<file path="src/rtl/lmn_pkg.sv">
// ----------------------------------------------------------------------------
// lmn_pkg: shared types and constants for the Lamport mutex node
// Field widths, message codes, queue command/status structs and helpers.
// ----------------------------------------------------------------------------
package lmn_pkg;

  // Sizing
  localparam int MAX_NODES  = 16;
  localparam int CLOCK_BITS = 16;   // must be at least STAMP_W
  localparam int IDX_W      = $clog2(MAX_NODES);
  localparam int NODE_W     = 4;
  localparam int STAMP_W    = 16;
  localparam int FUNC_W     = 3;
  localparam int KIND_W     = 3;
  localparam int CNT_W      = 5;

  localparam logic [CNT_W-1:0]      CNT_MAX   = {CNT_W{1'b1}};
  localparam logic [CLOCK_BITS-1:0] CLOCK_MAX = {CLOCK_BITS{1'b1}};

  // Configuration registers
  localparam int CFG_IDX_W  = 1;
  localparam int CFG_DATA_W = 5;
  localparam logic [CFG_IDX_W-1:0] CFG_OWN_NODE   = 1'b0;
  localparam logic [CFG_IDX_W-1:0] CFG_NODE_COUNT = 1'b1;
  localparam logic [CNT_W-1:0]     NODE_COUNT_RST = 5'd3;

  // Input function codes
  localparam logic [FUNC_W-1:0] FN_LOCAL_REQ    = 3'd0;
  localparam logic [FUNC_W-1:0] FN_LOCAL_EXIT   = 3'd1;
  localparam logic [FUNC_W-1:0] FN_GOT_REQ      = 3'd2;
  localparam logic [FUNC_W-1:0] FN_GOT_REPLY    = 3'd3;
  localparam logic [FUNC_W-1:0] FN_GOT_RELEASE  = 3'd4;
  localparam logic [FUNC_W-1:0] FN_GOT_DONE     = 3'd5;
  localparam logic [FUNC_W-1:0] FN_LOCAL_FINISH = 3'd6;
  localparam logic [FUNC_W-1:0] FN_UNUSED       = 3'd7;

  // Outgoing message kinds
  localparam logic [KIND_W-1:0] KIND_NONE    = 3'd0;
  localparam logic [KIND_W-1:0] KIND_REQUEST = 3'd1;
  localparam logic [KIND_W-1:0] KIND_REPLY   = 3'd2;
  localparam logic [KIND_W-1:0] KIND_RELEASE = 3'd3;
  localparam logic [KIND_W-1:0] KIND_DONE    = 3'd4;

  typedef struct packed {
    logic [FUNC_W-1:0]  func;
    logic [NODE_W-1:0]  sender;
    logic [STAMP_W-1:0] stamp;
  } in_item_t;

  typedef struct packed {
    logic [KIND_W-1:0]  send_kind;
    logic               send_broadcast;
    logic [NODE_W-1:0]  send_dest;
    logic [STAMP_W-1:0] send_stamp;
    logic               enter_granted;
    logic [STAMP_W-1:0] entry_clock;
  } out_item_t;

  typedef enum logic [1:0] {
    Q_NONE,
    Q_INSERT,
    Q_ERASE
  } q_op_t;

  // Command from the sequencer to the queue scan unit
  typedef struct packed {
    logic                  start;
    q_op_t                 op;
    logic [CLOCK_BITS-1:0] stamp;
    logic [NODE_W-1:0]     node;
  } q_cmd_t;

  // Status back from the queue scan unit
  typedef struct packed {
    logic                  done;
    logic                  head_valid;
    logic [CLOCK_BITS-1:0] head_stamp;
    logic [NODE_W-1:0]     head_node;
  } q_stat_t;

  typedef enum logic [1:0] {
    ST_IDLE,
    ST_SCAN,
    ST_RESULT
  } state_t;

  // Queue order: by stamp, ties broken by node id
  function automatic logic key_less(input logic [CLOCK_BITS-1:0] sa,
                                    input logic [NODE_W-1:0]     na,
                                    input logic [CLOCK_BITS-1:0] sb,
                                    input logic [NODE_W-1:0]     nb);
    key_less = (sa < sb) || ((sa == sb) && (na < nb));
  endfunction

  // Saturating clock increment
  function automatic logic [CLOCK_BITS-1:0] clock_inc(input logic [CLOCK_BITS-1:0] v);
    clock_inc = (v == CLOCK_MAX) ? v : v + CLOCK_BITS'(1);
  endfunction

endpackage

</file>
<file path="src/rtl/lamport_mutex_node_top.sv">
// ----------------------------------------------------------------------------
// lamport_mutex_node_top: one node of Lamport distributed mutual exclusion
// Keeps the Lamport clock, reply and finish counters, and drives the queue
// scan unit; produces one outgoing message / grant result per transaction.
// ----------------------------------------------------------------------------
// Each input transaction runs in steps from acceptance to its result: the
// clock and counters update at acceptance, then the queue scan unit visits
// one queue slot per cycle to match, insert or erase and find the head, the
// scan status is registered, and the grant decision is formed and loaded
// into the output register. in_ready is high only between transactions and
// returns the cycle after the result is loaded, so a new transaction is not
// accepted before the previous result is loaded; a result not yet taken
// stalls the next one in its last step. A finished result waits in the output
// register without holding off the next input.
module lamport_mutex_node_top (
  input  logic                               clk,
  input  logic                               rst,
  // configuration write port
  input  logic                               cfg_we,
  input  logic [lmn_pkg::CFG_IDX_W-1:0]      cfg_index,
  input  logic [lmn_pkg::CFG_DATA_W-1:0]     cfg_data,
  // input messages
  input  logic                               in_valid,
  output logic                               in_ready,
  input  lmn_pkg::in_item_t                  in_data,
  // results
  output logic                               out_valid,
  input  logic                               out_ready,
  output lmn_pkg::out_item_t                 out_data
);

  // Configuration
  logic [lmn_pkg::NODE_W-1:0] own_node;
  logic [lmn_pkg::CNT_W-1:0]  node_count;

  // Node state
  logic [lmn_pkg::CLOCK_BITS-1:0] logical_clock;
  logic [lmn_pkg::CNT_W-1:0]      reply_count;
  logic [lmn_pkg::CNT_W-1:0]      finished_peers;
  logic [lmn_pkg::CLOCK_BITS-1:0] own_stamp;
  logic                           waiting_entry;

  lmn_pkg::state_t state, state_next;

  // Message pending for the current transaction
  logic [lmn_pkg::KIND_W-1:0]  pend_kind;
  logic                        pend_bcast;
  logic [lmn_pkg::NODE_W-1:0]  pend_dest;
  logic [lmn_pkg::STAMP_W-1:0] pend_stamp;

  // Decode results
  logic                           accept;
  logic [lmn_pkg::CLOCK_BITS-1:0] stamp_ext;
  logic [lmn_pkg::CLOCK_BITS-1:0] clock_max;
  logic [lmn_pkg::CLOCK_BITS-1:0] logical_clock_next;
  logic [lmn_pkg::CNT_W-1:0]      reply_count_next;
  logic [lmn_pkg::CNT_W-1:0]      finished_peers_next;
  logic [lmn_pkg::CLOCK_BITS-1:0] own_stamp_next;
  logic                           waiting_entry_next;
  logic [lmn_pkg::KIND_W-1:0]     kind_next;
  logic                           bcast_next;
  logic [lmn_pkg::NODE_W-1:0]     dest_next;
  logic [lmn_pkg::STAMP_W-1:0]    sstamp_next;

  lmn_pkg::q_cmd_t  qcmd;
  lmn_pkg::q_stat_t qstat;

  // Grant decision
  logic [lmn_pkg::CNT_W-1:0] needed;
  logic                      grant;
  logic                      out_free;

  assign accept    = in_valid && in_ready;
  assign in_ready  = (state == lmn_pkg::ST_IDLE);
  assign stamp_ext = lmn_pkg::CLOCK_BITS'(in_data.stamp);
  assign clock_max = (logical_clock > stamp_ext) ? logical_clock : stamp_ext;
  assign out_free  = !out_valid || out_ready;

  // Decode the incoming transaction
  always_comb begin
    logical_clock_next  = logical_clock;
    reply_count_next    = reply_count;
    finished_peers_next = finished_peers;
    own_stamp_next      = own_stamp;
    waiting_entry_next  = waiting_entry;
    kind_next           = lmn_pkg::KIND_NONE;
    bcast_next          = 1'b0;
    dest_next           = '0;
    sstamp_next         = '0;
    qcmd.start          = accept;
    qcmd.op             = lmn_pkg::Q_NONE;
    qcmd.stamp          = stamp_ext;
    qcmd.node           = in_data.sender;
    unique case (in_data.func)
      lmn_pkg::FN_LOCAL_REQ: begin
        if (!waiting_entry) begin
          logical_clock_next = lmn_pkg::clock_inc(logical_clock);
          own_stamp_next     = lmn_pkg::clock_inc(logical_clock);
          reply_count_next   = '0;
          waiting_entry_next = 1'b1;
          kind_next          = lmn_pkg::KIND_REQUEST;
          bcast_next         = 1'b1;
          sstamp_next        = lmn_pkg::STAMP_W'(own_stamp_next);
          qcmd.op            = lmn_pkg::Q_INSERT;
          qcmd.stamp         = own_stamp_next;
          qcmd.node          = own_node;
        end
      end
      lmn_pkg::FN_LOCAL_EXIT: begin
        waiting_entry_next = 1'b0;
        kind_next          = lmn_pkg::KIND_RELEASE;
        bcast_next         = 1'b1;
        sstamp_next        = lmn_pkg::STAMP_W'(own_stamp);
        qcmd.op            = lmn_pkg::Q_ERASE;
        qcmd.stamp         = own_stamp;
        qcmd.node          = own_node;
      end
      lmn_pkg::FN_GOT_REQ: begin
        logical_clock_next = lmn_pkg::clock_inc(clock_max);
        kind_next          = lmn_pkg::KIND_REPLY;
        dest_next          = in_data.sender;
        sstamp_next        = lmn_pkg::STAMP_W'(logical_clock_next);
        qcmd.op            = lmn_pkg::Q_INSERT;
      end
      lmn_pkg::FN_GOT_REPLY: begin
        if (reply_count != lmn_pkg::CNT_MAX) begin
          reply_count_next = reply_count + lmn_pkg::CNT_W'(1);
        end
      end
      lmn_pkg::FN_GOT_RELEASE: begin
        qcmd.op = lmn_pkg::Q_ERASE;
      end
      lmn_pkg::FN_GOT_DONE: begin
        if (finished_peers != lmn_pkg::CNT_MAX) begin
          finished_peers_next = finished_peers + lmn_pkg::CNT_W'(1);
        end
      end
      lmn_pkg::FN_LOCAL_FINISH: begin
        kind_next  = lmn_pkg::KIND_DONE;
        bcast_next = 1'b1;
      end
      default: begin
        // unused code: no state change, nothing sent
      end
    endcase
  end

  // Grant: enough replies and own request at the queue head
  always_comb begin
    needed = (node_count > finished_peers) ?
             (node_count - finished_peers - lmn_pkg::CNT_W'(1)) : '0;
    grant  = waiting_entry && (reply_count >= needed) && qstat.head_valid &&
             (qstat.head_stamp == own_stamp) && (qstat.head_node == own_node);
  end

  // Sequencer
  always_ff @(posedge clk) begin
    if (rst) begin
      state <= lmn_pkg::ST_IDLE;
    end else begin
      state <= state_next;
    end
  end

  always_comb begin
    state_next = state;
    unique case (state)
      lmn_pkg::ST_IDLE: begin
        if (accept) begin
          state_next = lmn_pkg::ST_SCAN;
        end
      end
      lmn_pkg::ST_SCAN: begin
        if (qstat.done) begin
          state_next = lmn_pkg::ST_RESULT;
        end
      end
      lmn_pkg::ST_RESULT: begin
        if (out_free) begin
          state_next = lmn_pkg::ST_IDLE;
        end
      end
      default: begin
        state_next = lmn_pkg::ST_IDLE;
      end
    endcase
  end

  // Configuration registers
  always_ff @(posedge clk) begin
    if (rst) begin
      own_node   <= '0;
      node_count <= lmn_pkg::NODE_COUNT_RST;
    end else if (cfg_we) begin
      unique case (cfg_index)
        lmn_pkg::CFG_OWN_NODE:   own_node   <= cfg_data[lmn_pkg::NODE_W-1:0];
        lmn_pkg::CFG_NODE_COUNT: node_count <= cfg_data[lmn_pkg::CNT_W-1:0];
        default: begin
        end
      endcase
    end
  end

  // Node state and result register
  always_ff @(posedge clk) begin
    if (rst) begin
      logical_clock  <= '0;
      reply_count    <= '0;
      finished_peers <= '0;
      own_stamp      <= '0;
      waiting_entry  <= 1'b0;
      out_valid      <= 1'b0;
    end else begin
      if (accept) begin
        logical_clock  <= logical_clock_next;
        reply_count    <= reply_count_next;
        finished_peers <= finished_peers_next;
        own_stamp      <= own_stamp_next;
        waiting_entry  <= waiting_entry_next;
      end
      if ((state == lmn_pkg::ST_RESULT) && out_free) begin
        out_valid <= 1'b1;
        if (grant) begin
          waiting_entry <= 1'b0;
        end
      end else if (out_valid && out_ready) begin
        out_valid <= 1'b0;
      end
    end
  end

  // Pending message fields and output payload
  always_ff @(posedge clk) begin
    if (accept) begin
      pend_kind  <= kind_next;
      pend_bcast <= bcast_next;
      pend_dest  <= dest_next;
      pend_stamp <= sstamp_next;
    end
    if ((state == lmn_pkg::ST_RESULT) && out_free) begin
      out_data.send_kind      <= pend_kind;
      out_data.send_broadcast <= pend_bcast;
      out_data.send_dest      <= pend_dest;
      out_data.send_stamp     <= pend_stamp;
      out_data.enter_granted  <= grant;
      out_data.entry_clock    <= grant ? lmn_pkg::STAMP_W'(logical_clock) : '0;
    end
  end

  // Request queue and scan unit
  lmn_queue u_queue (
    .clk  (clk),
    .rst  (rst),
    .cmd  (qcmd),
    .stat (qstat)
  );

endmodule

</file>
<file path="src/rtl/lmn_queue.sv">
// ----------------------------------------------------------------------------
// lmn_queue: request queue with a one-entry-per-cycle scan unit
// On start, visits every slot once: finds the key, the first free slot and
// the least (stamp, node) entry, then applies the insert or erase and
// reports the queue head as it stands after the update.
// ----------------------------------------------------------------------------
module lmn_queue (
  input  logic            clk,
  input  logic            rst,
  input  lmn_pkg::q_cmd_t cmd,
  output lmn_pkg::q_stat_t stat
);

  // Queue storage
  logic [lmn_pkg::MAX_NODES-1:0]  valid;
  logic [lmn_pkg::NODE_W-1:0]     qnode  [lmn_pkg::MAX_NODES];
  logic [lmn_pkg::CLOCK_BITS-1:0] qstamp [lmn_pkg::MAX_NODES];

  // Scan state
  logic                           busy;
  logic [lmn_pkg::IDX_W-1:0]      idx;
  lmn_pkg::q_op_t                 key_op;
  logic [lmn_pkg::CLOCK_BITS-1:0] key_stamp;
  logic [lmn_pkg::NODE_W-1:0]     key_node;
  logic                           match_found;
  logic [lmn_pkg::IDX_W-1:0]      match_idx;
  logic                           free_found;
  logic [lmn_pkg::IDX_W-1:0]      free_idx;
  logic                           best_v;
  logic [lmn_pkg::CLOCK_BITS-1:0] best_stamp;
  logic [lmn_pkg::NODE_W-1:0]     best_node;

  // Result
  logic                           done;
  logic                           head_valid;
  logic [lmn_pkg::CLOCK_BITS-1:0] head_stamp;
  logic [lmn_pkg::NODE_W-1:0]     head_node;

  // Per-entry evaluation
  logic                           hit;
  logic                           cand;
  logic                           take;
  logic                           best_v_next;
  logic [lmn_pkg::CLOCK_BITS-1:0] best_stamp_next;
  logic [lmn_pkg::NODE_W-1:0]     best_node_next;
  logic                           match_found_next;
  logic [lmn_pkg::IDX_W-1:0]      match_idx_next;
  logic                           free_found_next;
  logic [lmn_pkg::IDX_W-1:0]      free_idx_next;
  logic                           ins;
  logic                           del;
  logic                           take_key;
  logic                           last;

  always_comb begin
    hit  = valid[idx] && (qstamp[idx] == key_stamp) && (qnode[idx] == key_node);
    // an entry being erased does not compete for the head
    cand = valid[idx] && !((key_op == lmn_pkg::Q_ERASE) && hit);
    take = cand && (!best_v ||
                    lmn_pkg::key_less(qstamp[idx], qnode[idx], best_stamp, best_node));

    best_v_next     = best_v | take;
    best_stamp_next = take ? qstamp[idx] : best_stamp;
    best_node_next  = take ? qnode[idx]  : best_node;

    match_found_next = match_found | hit;
    match_idx_next   = match_found ? match_idx : idx;
    free_found_next  = free_found | !valid[idx];
    free_idx_next    = free_found ? free_idx : idx;

    // insert only when the pair is absent and a slot is free
    ins = (key_op == lmn_pkg::Q_INSERT) && !match_found_next && free_found_next;
    del = (key_op == lmn_pkg::Q_ERASE) && match_found_next;
    take_key = ins && (!best_v_next ||
                       lmn_pkg::key_less(key_stamp, key_node,
                                         best_stamp_next, best_node_next));
    last = (idx == lmn_pkg::IDX_W'(lmn_pkg::MAX_NODES - 1));
  end

  // Scan sequencer and valid bits
  always_ff @(posedge clk) begin
    if (rst) begin
      busy  <= 1'b0;
      done  <= 1'b0;
      valid <= '0;
    end else begin
      done <= 1'b0;
      if (cmd.start) begin
        busy        <= 1'b1;
        idx         <= '0;
        key_op      <= cmd.op;
        key_stamp   <= cmd.stamp;
        key_node    <= cmd.node;
        match_found <= 1'b0;
        free_found  <= 1'b0;
        best_v      <= 1'b0;
      end else if (busy) begin
        idx         <= idx + lmn_pkg::IDX_W'(1);
        match_found <= match_found_next;
        match_idx   <= match_idx_next;
        free_found  <= free_found_next;
        free_idx    <= free_idx_next;
        best_v      <= best_v_next;
        best_stamp  <= best_stamp_next;
        best_node   <= best_node_next;
        if (last) begin
          busy       <= 1'b0;
          done       <= 1'b1;
          head_valid <= best_v_next | take_key;
          head_stamp <= take_key ? key_stamp : best_stamp_next;
          head_node  <= take_key ? key_node  : best_node_next;
          if (ins) begin
            valid[free_idx_next] <= 1'b1;
          end
          if (del) begin
            valid[match_idx_next] <= 1'b0;
          end
        end
      end
    end
  end

  // Entry payload, written on insert
  always_ff @(posedge clk) begin
    if (busy && last && ins) begin
      qstamp[free_idx_next] <= key_stamp;
      qnode[free_idx_next]  <= key_node;
    end
  end

  assign stat.done       = done;
  assign stat.head_valid = head_valid;
  assign stat.head_stamp = head_stamp;
  assign stat.head_node  = head_node;

endmodule

</file>
<file path="config.mk">
export PLATFORM = sky130hd
export DESIGN_NAME = lamport_mutex_node_top
export DESIGN_NICKNAME = d
export VERILOG_FILES = /design/src/rtl/lmn_pkg.sv /design/src/rtl/lamport_mutex_node_top.sv /design/src/rtl/lmn_queue.sv
export SDC_FILE = /design/constraint.sdc
export NUM_CORES = 1
export LEC_CHECK = 0
export BUFFER_PORTS_ARGS = -buffer_cell sky130_fd_sc_hd__buf_2
export CAP_MARGIN = 30
export CORE_UTILIZATION = 32
export CTS_CLUSTER_DIAMETER = 120
export DETAILED_ROUTE_END_ITERATION = 16
export GPL_ROUTABILITY_DRIVEN = 0
export HOLD_SLACK_MARGIN = 0.02
export PLACE_DENSITY = 0.48
export SYNTH_ARGS = -nofsm -noshare
export SYNTH_HDL_FRONTEND = slang
export SYNTH_SLANG_ARGS = --single-unit
</file>
<file path="constraint.sdc">
create_clock -name clk -period 8.03 [get_ports clk]
set_input_delay 0.4015 -clock clk [delete_from_list [all_inputs] [get_ports clk]]
set_output_delay 0.4015 -clock clk [all_outputs]
set_load 0.005 [all_outputs]
</file>
* After elaboration in Yosys (flattened, before gate mapping)
Memories as Yosys holds them, arrays and structs flattened. A register that Yosys moved wholly into a read port is not among the register bits.
Index checks and enable logic that the tools add are counted.
** Cells by class
- Magnitude comparators :: 12
- Add/subtract/negate cells :: 7
- Eq/ne operators :: 26
- Reductions and logical operators :: 54
- Bitwise logic cells :: 12
- Multiplexer cells :: 60
** Operators with widths (number)
- $mux W16 :: 13
- $eq A16 B16 Y1 :: 4
- $pmux W16 S3 :: 1
- $pmux W20 S2 :: 1
- $mux W4 :: 9
- $add A16 B1 Y16 const B :: 2
- $eq A16 B16 Y1 const B :: 2
- $lt A16 B16 Y1 :: 2
- $pmux W16 S2 :: 1
- $logic_and A1 B1 Y1 :: 22
- $mux W21 :: 1
- $mux W1 :: 19
- $reduce_and A3 Y1 :: 6
- $and A16 B16 Y16 :: 1
- $gt A16 B16 Y1 :: 1
- $not A16 Y16 :: 1
- $or A16 B16 Y16 :: 1
- $lt A4 B5 Y1 const B :: 3
- $mux W5 :: 3
- $pmux W2 S3 :: 2
- $pmux W3 S4 :: 1
- $add A5 B1 Y5 const B :: 2
- $ne A5 B5 Y1 const B :: 2
- $pmux W5 S2 :: 1
- 31 further kinds :: 70
** Word-level totals
- Flip-flop bits (word level) :: 216
- Input bits :: 34
- Memories :: 2
- RAM bits :: 320
- Logic and storage cells :: 209
** Memories
- u_queue.qstamp :: words 16, bits a word 16, read ports 1, clocked after memory_dff 1, wr ports 1, RTL line lmn_queue.sv:17 : logic [lmn_pkg::CLOCK_BITS-1:0] qstamp [lmn_pkg::MAX_NODES];
- u_queue.qnode :: words 16, bits a word 4, read ports 1, clocked after memory_dff 1, wr ports 1, RTL line lmn_queue.sv:16 : logic [lmn_pkg::NODE_W-1:0] qnode [lmn_pkg::MAX_NODES];

* Logic depth before layout (Yosys ltp)
- Depth after elaboration :: 15
- Gate-level depth with buffers :: 33
- Depth with buffers taken out :: 27

* By module
From an unflattened synthesis, not the netlist that was laid out.
** Unflattened totals
- Cell total of the unflattened synthesis :: 1889
- Area, all modules :: 25476.9 um2
** By module, submodules not included
- lmn_queue :: area an instance 18300.1 um2, instances 1, cells an instance 1119
- lamport_mutex_node_top :: area an instance 7176.9 um2, instances 1, cells an instance 770

* Worst setup path before layout
Ideal clock, no wire load.
- Path type :: register to register
- From :: register with a tool-made name
- To :: register u_queue.head_stamp[14] (netlist name) (data pin)
- Library setup time :: 262 ps
- Required time :: 7768 ps
- Stages on the path, launching flop included :: 33
- Slack :: 1898 ps
- Period minus slack after synthesis :: 6132 ps
- Data arrival time :: 5870 ps
- Path buffers :: 8
- Cells stage by stage :: dfxtp_1 buf_4 buf_6 buf_6 buf_2 buf_1 mux4_2 nand2_1 and3_1 a21oi_1 ha_1 a21o_1 a21oi_1 o21ai_0 a311oi_1 o211ai_2 buf_1 clkbuf_1 a21oi_1 inv_1 ha_1 a21o_1 a21oi_1 nor2b_1 o21ai_0 nand2b_1 a21oi_1 o21ai_0 o21ai_0 o21bai_1 o41ai_4 buf_6 mux2_1
** RTL lines
- to (signal assigned) :: RTL line lmn_queue.sv:110 : head_stamp <= take_key ? key_stamp : best_stamp_next;
- to (decl) :: RTL line lmn_queue.sv:36 : logic [lmn_pkg::CLOCK_BITS-1:0] head_stamp;

==> impl_results.md <==
* Status: completed
* CTS tree: yes
* Root Buffer: clkbuf_16
* Share of layout cells above drive strength 1 at 17.8%
* DR top layer: met4
* Hold crit path type: in2reg
* I/O Pins at 77
* Fin crit period at 7090 ps
* Met3 wire len at 2.91 mm
* Htree depth at 2
* Avg WL per Cell at 23.2 µm
* Library cells used by synthesis at 65
* Arrival time worst endpoint at 7450 ps
* Filler cells at 7513
* Post-synth top flop: edfxtp_1
* Leading area contributor after synthesis: edfxtp_1
* Mapped Nets at 2013
* Core region area at 77600 µm²
* CP endpoint: u_queue.head_node[2]
* Post-synthesis sequential area ratio at 61.4%
* Largest cells by area after synthesis: edfxtp_1 55%, dfxtp_1 6.1%, mux4_2 4.7%, ha_1 3.6%, mux2_2 3.0%
* #FFs+latches synth at 540
* Pwr dens at 227 nW/µm²
* Cts repair resizes at 0
* Most frequent CP cell: o21ai_0
* Setup slack, reg-to-reg at 940 ps
* Clk sink count at 540
* Synth warn at 0
* Syn-to-layout area delta at 15.0%
* Reg2Reg Depth at 28
* Gr usage total at 18.0%
* Worst Max-Slew Pin Slew at 1010 ps
* Vias at 16092
* FFs w/ async S/R, synth at 0%
* Largest net degree at the start of global routing at 48
* Met1 wire length at 32.2 mm
* Pre-antenna DRT Iters at 5
* Critical Path Sink Type: register
* Cells after Synth at 1906
* Setup Viol. Count Final at 0
* Worst-path maximum fanout at 47
* Skew final at 21.4 ps
* CP max-delay cell: dfxtp_4
* Vias in the first global route at 16241
* Crit start category: register
* Post-synth EDFFs at 463
* Routed Wire Length at 71.9 mm
* Nets@finish at 2118
* Std-Cell Rows at 102
* Final ANT Viol Nets at 0
* Number of buffers created by CTS at 58
* Syn Area/Cell at 13.2 µm²
* Final hold vios at 0
* Worst slack, placed at 1050 ps
* Synth top cells by count: 463 x edfxtp_1, 159 x nand2_1, 122 x nor2_1, 91 x o21ai_0, 88 x inv_1
* Area share of the largest cell type after synthesis at 55.3%
* Fmax at 141 MHz
* Min-Delay Startpoint: cfg_data[1]
* Setup TNS Final at 0 ps
* Full die area at 79700 µm²
* Remaining DRCs at 0
* Grt total ovfl at 0
* CTS clk-pin slew, worst paths at 60 ps
* Crit path largest cell delay at 900 ps
* RSZ-0062 raised after global routing: no
* Most common cell in the netlist: edfxtp_1
* Relative slew slack at 32.9%
* ANT cells at 0
* Leakage at 10.2 nW
* Initial antenna violation count at 0
* IO Port Bufs at 76
* Vias per inst at 5.19
* Clock Latency Late Sink at 620 ps
* Tcrit/Tclk final at 88.3%
* DP HPWL at 47.7 mm
* Maximum Capacitance Violations at 0
* Horiz. Die Dim at 282 µm
* Count of pins over their slew limit at 0
* WP data required at 8390 ps
* Initial DRC count at 1239
* Critical path class: reg2reg
* Netlist Area Pre-Place at 25100 µm²
* CTS max path bufs at 3
* Maximum vdd ir drop at 0.000153 V
* First-pass GRT wire length at 106 mm
* Crit Reg-Reg Endpoint: u_queue.head_node[2]
* Setup WS post-layout at 936 ps
* Initial Util at 32.4%
* Die height at 282 µm
* Wire length on met2 at 35.2 mm
[worst min-delay path by stage]
stage / end / slack (ps) / cells past startpoint
floorplan: out_data[17] / 400 / 0
global placement: out_data[39] / 400 / 0
detailed placement: out_data[17] / 400 / 0
CTS: node_count[3] / 50 / 3
global route: node_count[3] / 70 / 3
finish: node_count[1] / 70 / 3
[worst max-delay path: cells and delay by family (launching register included)]
kind	cells	cell delay, ps
adder cells (fa/ha/maj)	2	580
buffers and inverters	4	1240
AND/OR/NAND/NOR	6	810
flip-flops	1	900
AO/OA/AOI/OAI	14	2510
multiplexers	2	760
[final cells by class]
type                       instances  area [µm²]  share of cell area [%]
clock buffer                      78        1580                    5.46
tap                             1040        1300                    4.50
timing repair buffer             127         802                    2.77
multi-input combinational       1193        9010                    31.2
clock inverter                    31         410                    1.42
inverter                          91         342                    1.18
sequential                       540       15500                    53.5
[flip-flops by register name (all words and copies together), names as in the netlist, 2 cells and up, named ones only]
signal	flops
finished_peers	5
logical_clock	16
node_count	5
out_data	41
own_node	4
own_stamp	16
pend_dest	4
pend_kind	3
pend_stamp	16
reply_count	5
state	2
u_queue.best_node	4
u_queue.best_stamp	16
u_queue.free_idx	4
u_queue.head_node	4
u_queue.head_stamp	16
u_queue.idx	4
u_queue.key_node	4
u_queue.key_op	2
u_queue.key_stamp	16
u_queue.match_idx	4
u_queue.qnode	64
u_queue.qstamp	256
u_queue.valid	16
[layout by cell type, fill, tap and decap left out, drive strengths merged, types with 8 or more instances in the layout]
cell type  Yosys  routed
and3          17      17
clkbuf        46      78
o211ai        12      12
nand2        159     159
a21o          13      13
a31oi         10      10
xor2          44      44
a21oi         78      78
xnor2         47      47
and2          30      30
mux2i         67      67
nand3         38      38
bufinv         0      10
nand4         25      25
dfxtp         77      77
nor2         122     122
a211oi        23      23
o22ai         11      11
buf           36     126
nand2b        25      25
mux2          77      77
ha            72      72
o221ai        11      11
mux4          53      53
a22oi         18      18
clkinv         3      21
inv           88      90
nor2b         22      22
a22o          10      10
or3            8       8
o21ai         91      91
nor4          14      14
nor3          31      31
edfxtp       463     463
[power breakdown]
| part | internal (mW) | leakage, nW | switching (mW) |
|---|---|---|---|
| sequential | 3.07 | 4.85 | 0.0735 |
| combinational | 0.238 | 4.38 | 0.350 |
| clock | 1.70 | 0.972 | 1.13 |
[through the flow]
stage | power (mW) | area (µm²) | hold slack (ps) | instances | utilization (%)
6_report | 6.55 | 28900 | 73.3 | 3100 | 37.3
3_5_place_dp | 3.79 | 26900 | 405 | 2990 | 34.7
2_1_floorplan | 3.58 | 25100 | 400 | 1906 | -
5_1_grt | 6.77 | 28900 | 66.9 | 3100 | 37.3
3_3_place_gp | 3.78 | 26900 | 402 | 2988 | 34.6
4_1_cts | 6.61 | 28900 | 47.5 | 3100 | 37.3
[kinds of logic (layout without fill, tap and decap cells)]
group	count (synthesis)	count (layout)	share of synthesized area (%)
AO/OA/AOI/OAI	321	321	8.23
XOR/XNOR	91	91	3.17
adder cells (fa/ha/maj)	73	73	3.66
buffers and inverters	173	327	2.95
flip-flops	540	540	61.4
multiplexers	197	197	10.9
AND/OR/NAND/NOR	511	511	9.69
[repair_timing]
action                                 4_1_cts  5_1_grt
buffers inserted                             0        0
hold buffers                                 1        0
endpoints found under the hold margin        1        0
[layer usage]
layer  vias up  global-route usage [%]
met2       406                    30.6
met1      8209                    24.3
li1       7389                       -
met3        88                    2.05
met5         -                       0
met4         0                    4.80
No activity file was read; power rests on OpenSTA's default activity.
